--- config.mk ---
export PLATFORM = sky130hd
export DESIGN_NAME = vram_dma_command_controller_top
export DESIGN_NICKNAME = d
export VERILOG_FILES = /design/src/sv/vdma_pkg.sv /design/src/sv/vdma_front.sv /design/src/sv/vdma_queue.sv /design/src/sv/vdma_back.sv /design/src/sv/vram_dma_command_controller_top.sv
export SDC_FILE = /design/constraint.sdc
export NUM_CORES = 1
export LEC_CHECK = 0
export BUFFER_PORTS_ARGS = -buffer_cell sky130_fd_sc_hd__buf_2
export CORE_MARGIN = 2
export CORE_UTILIZATION = 31
export DETAILED_ROUTE_END_ITERATION = 16
export PLACE_DENSITY = 0.5
export SYNTH_ARGS = -nofsm -noshare
export SYNTH_HDL_FRONTEND = slang
export SYNTH_HIERARCHICAL = 1
export SYNTH_SLANG_ARGS = --single-unit
--- constraint.sdc ---
create_clock -name clock -period 6.05 [get_ports clock]
set_input_delay 0.9075 -clock clock [delete_from_list [all_inputs] [get_ports clock]]
set_output_delay 0.9075 -clock clock [all_outputs]
set_load 0.1 [all_outputs]
--- src/sv/vdma_pkg.sv ---
// vdma_pkg: shared types and constants for the vram dma command controller
// used by the front, queue, back and top modules; no dependencies
package vdma_pkg;

   localparam int QUEUE_DEPTH = 4;
   localparam int QPTR_W      = $clog2(QUEUE_DEPTH);
   localparam int QCNT_W      = $clog2(QUEUE_DEPTH + 1);

   localparam logic [1:0] ACT_MODE   = 2'd0;
   localparam logic [1:0] ACT_HBLANK = 2'd1;
   localparam logic [1:0] ACT_OAM    = 2'd2;

   localparam logic [1:0] TGT_NONE = 2'd0;
   localparam logic [1:0] TGT_VRAM = 2'd1;
   localparam logic [1:0] TGT_OAM  = 2'd2;

   localparam logic [11:0] OAM_BYTES   = 12'd160;
   localparam logic [11:0] BLOCK_BYTES = 12'd16;
   localparam logic [11:0] STALL_NORM  = 12'd8;
   localparam logic [11:0] STALL_FAST  = 12'd16;

   typedef enum logic [2:0] {
      OP_NONE,
      OP_MODE_ARM,
      OP_MODE_GEN,
      OP_HBLANK,
      OP_OAM
   } op_kind_type;

   typedef struct packed {
      op_kind_type kind;
      logic [7:0]  count;
      logic [11:0] src_block;
      logic [8:0]  dst_block;
      logic        bank;
      logic [7:0]  page;
   } op_type;

endpackage

--- src/sv/vdma_front.sv ---
// vdma_front: accepts requests and decodes them into queued operations
// depends on vdma_pkg
module vdma_front (
   input  logic                  req_valid,
   output logic                  req_stall,
   input  logic [1:0]            req_action,
   input  logic [7:0]            req_value,
   input  logic [15:0]           req_src_addr,
   input  logic [15:0]           req_dst_addr,
   input  logic                  req_vram_bank,
   input  logic                  q_full,
   output logic                  q_push,
   output vdma_pkg::op_type      q_op
);
   import vdma_pkg::*;

   always_comb begin
      q_op.count     = {1'b0, req_value[6:0]} + 8'd1;
      q_op.src_block = req_src_addr[15:4];
      q_op.dst_block = req_dst_addr[12:4];
      q_op.bank      = req_vram_bank;
      q_op.page      = req_value;
      case (req_action)
         ACT_MODE:   q_op.kind = req_value[7] ? OP_MODE_ARM : OP_MODE_GEN;
         ACT_HBLANK: q_op.kind = OP_HBLANK;
         ACT_OAM:    q_op.kind = OP_OAM;
         default:    q_op.kind = OP_NONE;
      endcase
   end

   assign req_stall = q_full;
   assign q_push    = req_valid & ~q_full;

endmodule

--- src/sv/vdma_queue.sv ---
// vdma_queue: short register queue between decode and execution
// depends on vdma_pkg
module vdma_queue (
   input  logic             clock,
   input  logic             reset,
   input  logic             push,
   input  vdma_pkg::op_type push_op,
   output logic             full,
   input  logic             pop,
   output logic             not_empty,
   output vdma_pkg::op_type head_op
);
   import vdma_pkg::*;

   op_type              entry_ff [QUEUE_DEPTH];
   logic [QPTR_W-1:0]   wr_ptr_ff, wr_ptr_in;
   logic [QPTR_W-1:0]   rd_ptr_ff, rd_ptr_in;
   logic [QCNT_W-1:0]   count_ff, count_in;

   assign full      = (count_ff == QCNT_W'(QUEUE_DEPTH));
   assign not_empty = (count_ff != '0);
   assign head_op   = entry_ff[rd_ptr_ff];

   always_comb begin
      wr_ptr_in = push ? wr_ptr_ff + QPTR_W'(1) : wr_ptr_ff;
      rd_ptr_in = pop  ? rd_ptr_ff + QPTR_W'(1) : rd_ptr_ff;
      count_in  = count_ff;
      if (push && !pop) begin
         count_in = count_ff + QCNT_W'(1);
      end else if (pop && !push) begin
         count_in = count_ff - QCNT_W'(1);
      end
   end

   always_ff @(posedge clock) begin
      if (reset) begin
         wr_ptr_ff <= '0;
         rd_ptr_ff <= '0;
         count_ff  <= '0;
      end else begin
         wr_ptr_ff <= wr_ptr_in;
         rd_ptr_ff <= rd_ptr_in;
         count_ff  <= count_in;
      end
   end

   always_ff @(posedge clock) begin
      if (push) begin
         entry_ff[wr_ptr_ff] <= push_op;
      end
   end

endmodule

--- src/sv/vdma_back.sv ---
// vdma_back: transfer state, command generation and result register
// depends on vdma_pkg
module vdma_back (
   input  logic             clock,
   input  logic             reset,
   input  logic             csr_wr_en,
   input  logic             csr_wr_data,
   input  logic             q_not_empty,
   input  vdma_pkg::op_type q_op,
   output logic             q_pop,
   output logic             rsp_valid,
   input  logic             rsp_stall,
   output logic [1:0]       rsp_copy_target,
   output logic [15:0]      rsp_copy_src,
   output logic [12:0]      rsp_copy_dst,
   output logic             rsp_copy_bank,
   output logic [11:0]      rsp_copy_bytes,
   output logic [11:0]      rsp_stall_cycles,
   output logic             rsp_busy_res,
   output logic [7:0]       rsp_blocks_left,
   output logic             rsp_irq_defer
);
   import vdma_pkg::*;

   logic        fast_mode_ff;
   logic        armed_ff, armed_in;
   logic [11:0] src_block_ff, src_block_in;
   logic [8:0]  dst_block_ff, dst_block_in;
   logic [7:0]  block_count_ff, block_count_in;
   logic        rsp_valid_ff, rsp_valid_in;

   logic [1:0]  target_ff, target_in;
   logic [15:0] src_ff, src_in;
   logic [12:0] dst_ff, dst_in;
   logic        bank_ff, bank_in;
   logic [11:0] bytes_ff, bytes_in;
   logic [11:0] stall_ff, stall_in;
   logic        irq_ff, irq_in;

   logic [11:0] per_block;
   logic [11:0] gen_stall;
   logic [7:0]  count_dec;

   assign q_pop        = q_not_empty & (~rsp_valid_ff | ~rsp_stall);
   assign rsp_valid_in = q_pop | (rsp_valid_ff & rsp_stall);

   assign per_block = fast_mode_ff ? STALL_FAST : STALL_NORM;
   assign gen_stall = (fast_mode_ff ? {q_op.count, 4'b0000}
                                    : {1'b0, q_op.count, 3'b000}) + 12'd1;
   assign count_dec = block_count_ff - 8'd1;

   always_comb begin
      armed_in       = armed_ff;
      src_block_in   = src_block_ff;
      dst_block_in   = dst_block_ff;
      block_count_in = block_count_ff;
      target_in      = TGT_NONE;
      src_in         = '0;
      dst_in         = '0;
      bank_in        = 1'b0;
      bytes_in       = '0;
      stall_in       = '0;
      irq_in         = 1'b0;
      case (q_op.kind)
         OP_MODE_ARM: begin
            armed_in       = 1'b1;
            src_block_in   = q_op.src_block;
            dst_block_in   = q_op.dst_block;
            block_count_in = q_op.count;
         end
         OP_MODE_GEN: begin
            if (armed_ff) begin
               armed_in       = 1'b0;
               block_count_in = q_op.count;
            end else begin
               src_block_in   = q_op.src_block + {4'b0000, q_op.count};
               dst_block_in   = q_op.dst_block + {1'b0, q_op.count};
               block_count_in = '0;
               target_in      = TGT_VRAM;
               src_in         = {q_op.src_block, 4'b0000};
               dst_in         = {q_op.dst_block, 4'b0000};
               bank_in        = q_op.bank;
               bytes_in       = {q_op.count, 4'b0000};
               stall_in       = gen_stall;
               irq_in         = 1'b1;
            end
         end
         OP_HBLANK: begin
            if (armed_ff) begin
               src_block_in   = src_block_ff + 12'd1;
               dst_block_in   = dst_block_ff + 9'd1;
               block_count_in = count_dec;
               armed_in       = (count_dec != '0);
               target_in      = TGT_VRAM;
               src_in         = {src_block_ff, 4'b0000};
               dst_in         = {dst_block_ff, 4'b0000};
               bank_in        = q_op.bank;
               bytes_in       = BLOCK_BYTES;
               stall_in       = per_block;
            end
         end
         OP_OAM: begin
            target_in = TGT_OAM;
            src_in    = {q_op.page, 8'h00};
            bytes_in  = OAM_BYTES;
         end
         default: begin
         end
      endcase
   end

   always_ff @(posedge clock) begin
      if (reset) begin
         fast_mode_ff    <= 1'b0;
         armed_ff        <= 1'b0;
         src_block_ff    <= '0;
         dst_block_ff    <= '0;
         block_count_ff  <= '0;
         rsp_valid_ff    <= 1'b0;
      end else begin
         if (csr_wr_en) begin
            fast_mode_ff <= csr_wr_data;
         end
         rsp_valid_ff <= rsp_valid_in;
         if (q_pop) begin
            armed_ff       <= armed_in;
            src_block_ff   <= src_block_in;
            dst_block_ff   <= dst_block_in;
            block_count_ff <= block_count_in;
         end
      end
   end

   always_ff @(posedge clock) begin
      if (q_pop) begin
         target_ff <= target_in;
         src_ff    <= src_in;
         dst_ff    <= dst_in;
         bank_ff   <= bank_in;
         bytes_ff  <= bytes_in;
         stall_ff  <= stall_in;
         irq_ff    <= irq_in;
      end
   end

   assign rsp_valid        = rsp_valid_ff;
   assign rsp_copy_target  = target_ff;
   assign rsp_copy_src     = src_ff;
   assign rsp_copy_dst     = dst_ff;
   assign rsp_copy_bank    = bank_ff;
   assign rsp_copy_bytes   = bytes_ff;
   assign rsp_stall_cycles = stall_ff;
   assign rsp_busy_res     = armed_ff;
   assign rsp_blocks_left  = block_count_ff;
   assign rsp_irq_defer    = irq_ff;

   armed_has_blocks: assert property (@(posedge clock) disable iff (reset)
      armed_ff |-> (block_count_ff != '0))
      else $error("armed transfer with zero blocks");

   gen_leaves_idle: assert property (@(posedge clock) disable iff (reset)
      (q_pop && q_op.kind == OP_MODE_GEN && !armed_ff)
         |=> (!armed_ff && block_count_ff == '0 && irq_ff))
      else $error("general transfer left state armed");

   irq_only_on_vram: assert property (@(posedge clock) disable iff (reset)
      (rsp_valid_ff && irq_ff) |-> (target_ff == TGT_VRAM && !armed_ff))
      else $error("irq defer on a non general transfer");

   stalled_result_holds: assert property (@(posedge clock) disable iff (reset)
      (rsp_valid_ff && rsp_stall) |=> (rsp_valid_ff && !$past(q_pop)))
      else $error("result dropped or overwritten while stalled");

endmodule

--- src/sv/vram_dma_command_controller_top.sv ---
// vram_dma_command_controller_top: top level of the vram dma command controller
// depends on vdma_pkg, vdma_front, vdma_queue and vdma_back
//
//   port group   direction   handshake            payload
//   req_*        in          req_valid/req_stall  action, value, addresses, bank
//   rsp_*        out         rsp_valid/rsp_stall  one result per request
//   csr_*        in          csr_wr_en            fast mode bit
//
// one request per cycle while rsp_stall stays low; an accepted request is
// written into a queue entry and then into the back end result register
// a four entry queue absorbs back pressure before req_stall rises
// synchronous active high reset clears state, queue and result valid
module vram_dma_command_controller_top (
   input  logic        clock,
   input  logic        reset,
   input  logic        csr_wr_en,
   input  logic        csr_wr_data,
   input  logic        req_valid,
   output logic        req_stall,
   input  logic [1:0]  req_action,
   input  logic [7:0]  req_value,
   input  logic [15:0] req_src_addr,
   input  logic [15:0] req_dst_addr,
   input  logic        req_vram_bank,
   output logic        rsp_valid,
   input  logic        rsp_stall,
   output logic [1:0]  rsp_copy_target,
   output logic [15:0] rsp_copy_src,
   output logic [12:0] rsp_copy_dst,
   output logic        rsp_copy_bank,
   output logic [11:0] rsp_copy_bytes,
   output logic [11:0] rsp_stall_cycles,
   output logic        rsp_busy_res,
   output logic [7:0]  rsp_blocks_left,
   output logic        rsp_irq_defer
);
   import vdma_pkg::*;

   logic   q_full;
   logic   q_push;
   logic   q_pop;
   logic   q_not_empty;
   op_type push_op;
   op_type head_op;

   vdma_front u_front (
      .req_valid     (req_valid),
      .req_stall     (req_stall),
      .req_action    (req_action),
      .req_value     (req_value),
      .req_src_addr  (req_src_addr),
      .req_dst_addr  (req_dst_addr),
      .req_vram_bank (req_vram_bank),
      .q_full        (q_full),
      .q_push        (q_push),
      .q_op          (push_op)
   );

   vdma_queue u_queue (
      .clock     (clock),
      .reset     (reset),
      .push      (q_push),
      .push_op   (push_op),
      .full      (q_full),
      .pop       (q_pop),
      .not_empty (q_not_empty),
      .head_op   (head_op)
   );

   vdma_back u_back (
      .clock            (clock),
      .reset            (reset),
      .csr_wr_en        (csr_wr_en),
      .csr_wr_data      (csr_wr_data),
      .q_not_empty      (q_not_empty),
      .q_op             (head_op),
      .q_pop            (q_pop),
      .rsp_valid        (rsp_valid),
      .rsp_stall        (rsp_stall),
      .rsp_copy_target  (rsp_copy_target),
      .rsp_copy_src     (rsp_copy_src),
      .rsp_copy_dst     (rsp_copy_dst),
      .rsp_copy_bank    (rsp_copy_bank),
      .rsp_copy_bytes   (rsp_copy_bytes),
      .rsp_stall_cycles (rsp_stall_cycles),
      .rsp_busy_res     (rsp_busy_res),
      .rsp_blocks_left  (rsp_blocks_left),
      .rsp_irq_defer    (rsp_irq_defer)
   );

endmodule
==> metrics, run 1 <==
global-route wire length before repair 43.5 mm; critical path type flop to flop; setup-violating endpoint count in the final report 0; clock tree from TritonCTS yes; TritonCTS sink count 248; Core ar. 36,700 um2; count of antenna diodes in the layout 0; CTS hold repair buffers 0; Antenna Violating Nets Remaining 0; type of the tightest min-delay check flop to flop; post-synthesis cell type with the largest combined area edfxtp_1; clock root cell clkbuf_16; Final Instance Count excl. Fillers 1,387; IO Port Bufs 91; final RePlAce weighted congestion 0.813; die area 39,000 um2; clock-pin slew on the worst setup and hold paths 60 ps; critical path peak fanout 19; cell types occupying the most area after synthesis edfxtp_1, mux4_2, dfxtp_1; outcome finished clean; ratio of final minimum period to clock period 64.7%; final-layout fill cell count 3,556; fraction of the yosys area taken by sequential cells 60.6%; commonest non-fill, non-tap cells in the layout edfxtp_1, buf_2, nor2_1, nand2_1, mux4_2; initial core utilization 31.6%; sum of negative setup slack 0 ps; routed len/inst 20.5 um; floorplan row count 70; cell area after synthesis 11,600 um2; maximum operating frequency 255 MHz; fraction of synthesized cell area taken by the top area cell type 53.6%; worst-case clock buffer depth 3; worst clock skew 16.7 ps; number of max-capacitance violations reported 0; Max-slew headroom 35.1%; Final min period 3920 ps; HPWL after DPL 18.5 mm; met2 track utilization from global routing 24.2%; clock buffers created by TritonCTS 27; via count 7,048; required time of the worst setup path 6450 ps; Unique masters post-synth 74; number of placed instances, taps included 1,337; number of design rule violations left after detail routing 0; top cell family by delay on the critical path compound AO/OA/AOI/OAI gates; fin area 13,200 um2; number of top-level pins 117; number of DRC violations after detailed-routing iteration 0 611; met1 track demand over resource in global routing 19.8%; width of the die 197 um; wire length after detailed routing 28.4 mm; Crit path largest cell delay 730 ps; count of nets after finishing 976; first-pass iteration count of the detailed router 5; most frequent standard cell in the layout excluding fill and tap cells edfxtp_1; post-cts sizing count 0; reg-to-reg setup timing slack 2130 ps; Hold Vio Cnt, Final 0; Post-synth EDFFs 207; synthesis-to-finish area growth 13.7%; pin count of the biggest net entering global routing 47; worst-skew pair later-pin latency 540 ps; highest-utilization routing layer at the global route stage met2; Slew Limit Fails 0; fraction of registers with async set/reset 0%; Cells after Synth 837; RSZ-0062 raised after global routing false; number of buffers and inverters on the critical path 1; gr ovfl total 0; Placement Cell Area 12,200 um2; fraction of final layout cells sized beyond drive strength 1 22.9%; crit start category flop; endpoint type of the worst setup path flop; average instance area after synthesis 13.9 um2; antenna violations before repair 3; Primary FF master, synth edfxtp_1; register bit total from synthesis 248; total routing usage reported by global routing 14.6%; via count of the first global-routing pass 7,079; critical path arrival 4320 ps; number of buffers inserted by post-CTS setup repair 0; Global Route met3 Usage 2.60%; number of warnings reported in the yosys synthesis log 6; Via-to-Cell Ratio 5.08; Max stage delay cell, worst path mux4_2; # H-tree levels 1; list of cells traversed by the critical path buf_4, mux4_2, ha_1, a21oi_1, o22ai_1, o41ai_1, mux2_1, a221oi_2, nor3_2; height of the die 197 um; transition at the pin with the smallest max-transition slack 973 ps
sequential cells by signal, summed over array words and instances (netlist names), 3 cells and up, named ones only:
name and cells:
u_back/dst_block_ff 9, u_back/rsp_blocks_left 8, u_back/rsp_copy_bytes 8, u_back/rsp_copy_dst 9, u_back/rsp_copy_src 12, u_back/rsp_stall_cycles 10, u_back/src_block_ff 12, u_queue/count_ff 3
u_queue/entry_ff 164
stage by stage:
stage / worst slack (ps) / hold WS, ps / utilization, %
after floorplan: 2580 / 461 / -
after global placement: 2130 / 477 / 33.3
after detailed placement: 2130 / 485 / 33.3
after CTS: 2130 / 496 / 35.9
after global routing: 1890 / 527 / 35.9
final: 2130 / 498 / 35.9
cell usage after synthesis (all sizes together) (14+ instances only):
master	count
edfxtp	207
buf	69
nor2	66
nand2	49
dfxtp	41
mux4	41
o21ai	31
a21oi	30
ha	26
inv	25
clkbuf	18
xnor2	17
a22oi	16
nor3	16
mux2i	14
xor2	14
layout make-up:
cell class / count / area (um2) / area share, %
clock inverters: 18 / 259 / 1.96
multi-input cells: 490 / 3940 / 29.9
clock buffers: 32 / 704 / 5.34
inverters: 25 / 93.8 / 0.711
repair buffers: 106 / 568 / 4.31
flip-flops and latches: 248 / 7040 / 53.4
well taps: 468 / 586 / 4.44
cells by family (layout without fill, tap and decap cells):
| group | count (synthesis) | in the layout | synth area share, % |
|---|---|---|---|
| flip-flops | 248 | 248 | 60.6 |
| AND/OR/NAND/NOR | 197 | 197 | 8.27 |
| AO/OA/AOI/OAI | 163 | 163 | 10.2 |
| buffers and inverters | 112 | 181 | 5.94 |
| multiplexers | 56 | 56 | 9.29 |
| XOR/XNOR | 31 | 31 | 2.34 |
| adder cells (fa/ha/maj) | 29 | 29 | 3.32 |
| other | 1 | 14 | 0.0323 |
metal layers:
| metal | vias up | share of wire, % |
|---|---|---|
| li1 | 3270 | - |
| met1 | 3534 | 45 |
| met2 | 199 | 47 |
| met4 | 4 | 2.0 |
| met5 | - | 0.095 |
| met3 | 41 | 5.5 |
final timing paths:
check	depth (start not counted)	start	end
worst min-delay path	2	u_queue/count_ff[2]$_SDFFE_PP0P_	u_queue/count_ff[2]$_SDFFE_PP0P_
worst max register to register	9	flop	u_back/src_block_ff[11]$_SDFFE_PP0P_
worst min register to register	2	u_queue/count_ff[2]$_SDFFE_PP0P_	u_queue/count_ff[2]$_SDFFE_PP0P_
worst max-delay path	9	flop	u_back/src_block_ff[11]$_SDFFE_PP0P_
worst reg2reg max path, stage by stage, from the launching register on:
cell      delay [ps]
dfxtp_2          530
buf_4            440
mux4_2           750
ha_1             350
a21oi_1          220
o22ai_1          150
o41ai_1          650
mux2_1           400
a221oi_2         240
nor3_2            50
Power of run 1 is left out: the tool's default activity adds up to more than one toggle a clock period on the data nets, which glitch-free logic cannot reach.
==> run 2, diff against run 1 <==
- ABC_AREA: not set -> 1
- clock period: 6.05 -> 3.69 ns (I/O delays scaled with it)
==> run 2 against run 1 <==
Register-to-register slack got worse by 1600 ps; final cell count rose by 28%; setup slack lost 1600 ps; worst hold slack worse by 280 ps.
==> metrics, run 2 <==
IO Port Bufs 91; wire length after detailed routing 31.4 mm; critical path arrival 3560 ps; setup-violating endpoint count in the final report 0; number of flip-flops under the largest register name 164; fraction of registers with async set/reset 0%; Antenna Violating Nets Remaining 0; clock tree from TritonCTS yes; total area of multi-input combinational cells 3770 um2; clock buffers created by TritonCTS 27; gr ovfl total 0; post-synthesis cell type with the largest combined area edfxtp_1; register bit total from synthesis 248; clock root cell clkbuf_16; most frequent standard cell in the layout excluding fill and tap cells edfxtp_1; total routing usage reported by global routing 15.9%; synthesis-to-finish area growth 14.4%; Unique masters post-synth 42; setup slack of the critical path after layout 570 ps; Post-synth EDFFs 207; critical path peak fanout 82; count of nets after finishing 1,325; maximum operating frequency 321 MHz; cell types occupying the most area after synthesis edfxtp_1, dfxtp_1, nand2_1; required time of the worst setup path 4130 ps; type of the tightest min-delay check input pin to flop; worst-skew pair later-pin latency 550 ps; # H-tree levels 1; fraction of the yosys area taken by sequential cells 59.8%; Slew Limit Fails 0; crit start category flop; width of the die 199 um; commonest non-fill, non-tap cells in the layout edfxtp_1, nand2_1, nor2_1, o21ai_0, inv_1; list of cells traversed by the critical path buf_12, o21ai_1, o22ai_1, ha_1, inv_1, fa_1, inv_1, nand2_1, o21ai_0, a21oi_1, o21ai_0, nand3_1, o21ai_0, inv_1; number of top-level pins 117; outcome finished clean; average instance area after synthesis 10.0 um2; worst hold margin 218 ps; ratio of final minimum period to clock period 84.6%; pre-CTS setup slack 606 ps; clock-pin slew on the worst setup and hold paths 60 ps; fraction of final layout cells sized beyond drive strength 1 14.9%; Max stage delay cell, worst path o22ai_1; global-route wire length before repair 48.0 mm; Hold Vio Cnt, Final 0; antenna violations before repair 2; cell area after synthesis 11,800 um2; final RePlAce weighted congestion 0.889; HPWL after DPL 21.1 mm; start point of the worst hold path req_src_addr[9]; endpoint type of the worst setup path flop; number of max-capacitance violations reported 0; via count of the first global-routing pass 8,219; critical path type flop to flop; transition at the pin with the smallest max-transition slack 886 ps; Cells after Synth 1,174; RSZ-0062 raised after global routing false; routed len/inst 17.6 um; sum of negative setup slack 0 ps; via count 8,591; Final min period 3120 ps; Crit path largest cell delay 380 ps; floorplan row count 71; fraction of synthesized cell area taken by the top area cell type 52.8%; post-cts sizing count 0; number of warnings reported in the yosys synthesis log 6; worst-case clock buffer depth 3; die area 39,600 um2; Max-slew headroom 40.8%; initial core utilization 31.3%; pin count of the biggest net entering global routing 83; number of design rule violations left after detail routing 0; TritonCTS sink count 248; number of buffers inserted by post-CTS setup repair 0; Via-to-Cell Ratio 4.83; list of most frequent post-synthesis cells edfxtp_1, nand2_1, nor2_1, inv_1, o21ai_0; first-pass iteration count of the detailed router 6; worst clock skew 9.51 ps; final-layout fill cell count 3,801; sequential cell area 7040 um2; CTS hold repair buffers 0; register with the most flip-flops u_queue/entry_ff; height of the die 199 um; Core ar. 37,600 um2; most frequent cell after synthesis edfxtp_1; number of DRC violations after detailed-routing iteration 0 586; Primary FF master, synth edfxtp_1
==> run 2: cell type report <==
class	count	area share (%)
inverter	110	3.07
multi-input combinational	741	28.0
antenna	1	0.0186
sequential	248	52.3
clock buffer	38	5.69
timing repair buffer	119	5.13
clock inverter	12	1.11
tap	511	4.75
==> run 2: layer usage <==
metal,global-route usage [%],vias to the layer above,routed length [um]
li1,-,4193,-
met1,21.1,4130,14100
met4,4.56,2,834
met5,0,-,13
met3,2.44,51,1540
met2,27.0,215,14900
==> run 2: worst paths after layout <==
check,end,slack [ps],cells past startpoint
worst max-delay path,u_back/src_block_ff[4]$_SDFFE_PP0P_,570,14
worst min-delay path,u_queue/entry_ff[2][23]$_DFFE_PP_,220,1
worst max register to register,u_back/src_block_ff[4]$_SDFFE_PP0P_,570,14
worst min register to register,u_queue/rd_ptr_ff[1]$_SDFFE_PP0P_,450,1
==> run 2: critical path, delay by kind of cell, from the launching register on <==
family	cells	cell delay, ps
compound gates	6	1220
fa+ha+maj	2	670
buf+inv	4	560
flops	1	350
simple gates	2	170
==> run 2: kinds of logic after synthesis <==
| group | after synthesis | share of synthesized area [%] |
|---|---|---|
| flip-flops | 248 | 59.8 |
| buffers and inverters | 198 | 8.63 |
| XOR/XNOR | 6 | 0.446 |
| AND/OR/NAND/NOR | 404 | 14.4 |
| other | 1 | 0.0319 |
| AO/OA/AOI/OAI | 288 | 13.4 |
| adder cells (fa/ha/maj) | 29 | 3.27 |
==> run 2: metrics by stage <==
stage	area, um2	cells	utilization (%)
finish	13500	1780	35.8
global route	13500	1779	35.8
CTS	13500	1779	35.8
detailed placement	12600	1729	33.4
global placement	12600	1729	33.4
floorplan	11800	1187	-
Power of run 2 is left out for the same reason.
==> run 3, diff against run 2 <==
- ABC_AREA: 1 -> 0
- PLACE_DENSITY: 0.5 -> 0.52
- clock period: 3.69 -> 2.8 ns (I/O delays scaled with it)
==> run 3 against run 2 <==
The flow now finishes with violations (negative setup slack); fmax rose by 8.7%; sequential share of layout area decreased by 3.5 points; wire length fell by 7.9%; final cell count shrank 16%; setup slack worse by 640 ps; global-route usage decreased by 1.3 points; first-iteration DRC count is 16% lower; count of clock-buffer cells in the layout is 7 lower.
==> metrics, run 3 (synthesized netlist as in run 1, its figures left out) <==
outcome finished, violations left; failing checks negative setup slack; via count 7,338; Final min period 2870 ps; transition at the pin with the smallest max-transition slack 639 ps; clock-pin slew on the worst setup and hold paths 60 ps; number of placed instances, taps included 1,422; CTS hold repair buffers 0; count of antenna diodes in the layout 0; maximum operating frequency 349 MHz; IO Port Bufs 91; floorplan row count 70; # H-tree levels 1; critical path peak fanout 5; number of DRC violations after detailed-routing iteration 0 495; total routing usage reported by global routing 14.7%; critical path arrival 3270 ps; clock tree from TritonCTS yes; Hold Vio Cnt, Final 0; global-route wire length before repair 43.8 mm; number of flip-flops under the largest register name 164; RSZ-0062 raised after global routing true; worst reg-to-reg path cell count 9; reg-to-reg setup timing slack -70 ps; Core ar. 36,700 um2; ratio of final minimum period to clock period 102%; clock buffers created by TritonCTS 28; count of nets after finishing 1,078; routed len/inst 19.4 um; type of the tightest min-delay check input pin to flop; most frequent standard cell in the layout excluding fill and tap cells edfxtp_1; pin count of the biggest net entering global routing 47; Max-slew headroom 57.4%; start point of the worst hold path req_dst_addr[4]; fraction of final layout cells sized beyond drive strength 1 34.8%; required time of the worst setup path 3200 ps; TritonCTS sink count 248; worst-case clock buffer depth 3; synthesis-to-finish area growth 24.5%; Crit Reg-Reg Endpoint u_back/src_block_ff[11]$_SDFFE_PP0P_; height of the die 197 um; setup slack of the critical path after layout -69.2 ps; worst-skew pair later-pin latency 540 ps; hold endpoint u_queue/entry_ff[0][9]$_DFFE_PP_; final RePlAce weighted congestion 0.865; Slew Limit Fails 0; Final Instance Count excl. Fillers 1,490; endpoint type of the worst setup path flop; worst clock skew 14.0 ps; setup-violating endpoint count in the final report 2; number of top-level pins 117; antenna violations before repair 1; Crit path largest cell delay 540 ps; commonest non-fill, non-tap cells in the layout edfxtp_1, buf_4, buf_2, nor2_1, nand2_1; list of cells traversed by the critical path buf_12, buf_4, mux4_2, ha_4, a21o_1, o41ai_4, mux2_4, a221oi_2, nor3_2; HPWL after DPL 20.5 mm; wire length after detailed routing 28.9 mm; Via-to-Cell Ratio 4.92; Antenna Violating Nets Remaining 0; critical path type flop to flop; register with the most flip-flops u_queue/entry_ff; first-pass iteration count of the detailed router 5; final core utilization 39.4%; worst hold stages 1; width of the die 197 um; gr ovfl total 0; die area 39,000 um2; crit start category flop; number of max-capacitance violations reported 0; clock root cell clkbuf_16; number of design rule violations left after detail routing 0; initial core utilization 31.6%; via count of the first global-routing pass 7,278; Max stage delay cell, worst path mux4_2
run 3: layout make-up:
class	count	area, um2
clock inverter	21	213
tap	468	586
multi-input combinational	490	4240
timing repair buffer	207	1530
fill	3426	22200
inverter	25	93.8
sequential	248	7040
clock buffer	31	743
run 3: worst max-delay path by stage:
| stage | slack (ps) | endpoint |
|---|---|---|
| 4_1_cts | -70 | u_back/src_block_ff[8]$_SDFFE_PP0P_ |
| 3_5_place_dp | -100 | u_back/src_block_ff[11]$_SDFFE_PP0P_ |
| 5_1_grt | -190 | u_back/src_block_ff[8]$_SDFFE_PP0P_ |
| 2_1_floorplan | -10 | u_back/src_block_ff[11]$_SDFFE_PP0P_ |
| 3_3_place_gp | -90 | u_back/src_block_ff[11]$_SDFFE_PP0P_ |
| 6_report | -70 | u_back/src_block_ff[11]$_SDFFE_PP0P_ |
run 3: what timing repair did:
item,CTS,global route
pin swaps,10,20
cloned,0,1
buffers inserted,7,8
setup endpoints to repair,16,25
resized for setup,13,42
run 3: through the flow:
step | cell area [um2] | worst slack (ps) | setup TNS, ps | hold WS (ps)
3_3_place_gp | 13100 | -91.0 | -324 | 486
3_5_place_dp | 13100 | -102 | -368 | 496
4_1_cts | 14100 | -66.7 | -147 | 66.6
2_1_floorplan | 11700 | -12.9 | -12.9 | 461
6_report | 14400 | -69.2 | -106 | 89.6
5_1_grt | 14400 | -191 | -897 | 81.0
run 3: layer usage:
metal	wire (um)	up-vias	GRT usage, %
met5	11	-	0
met4	695	2	3.73
met3	1100	47	2.13
met2	14000	163	24.6
met1	13100	3644	20.0
li1	-	3482	-
run 3: worst max-delay path, delay by kind of cell, from the launching register on:
kind | cells | cell delay, ps
muxes | 2 | 880
DFF | 1 | 400
buffers and inverters | 2 | 250
and+or+nand+nor | 1 | 60
AOI/OAI and AO/OA | 3 | 840
adders and majority gates | 1 | 290
Power of run 3 is left out for the same reason.
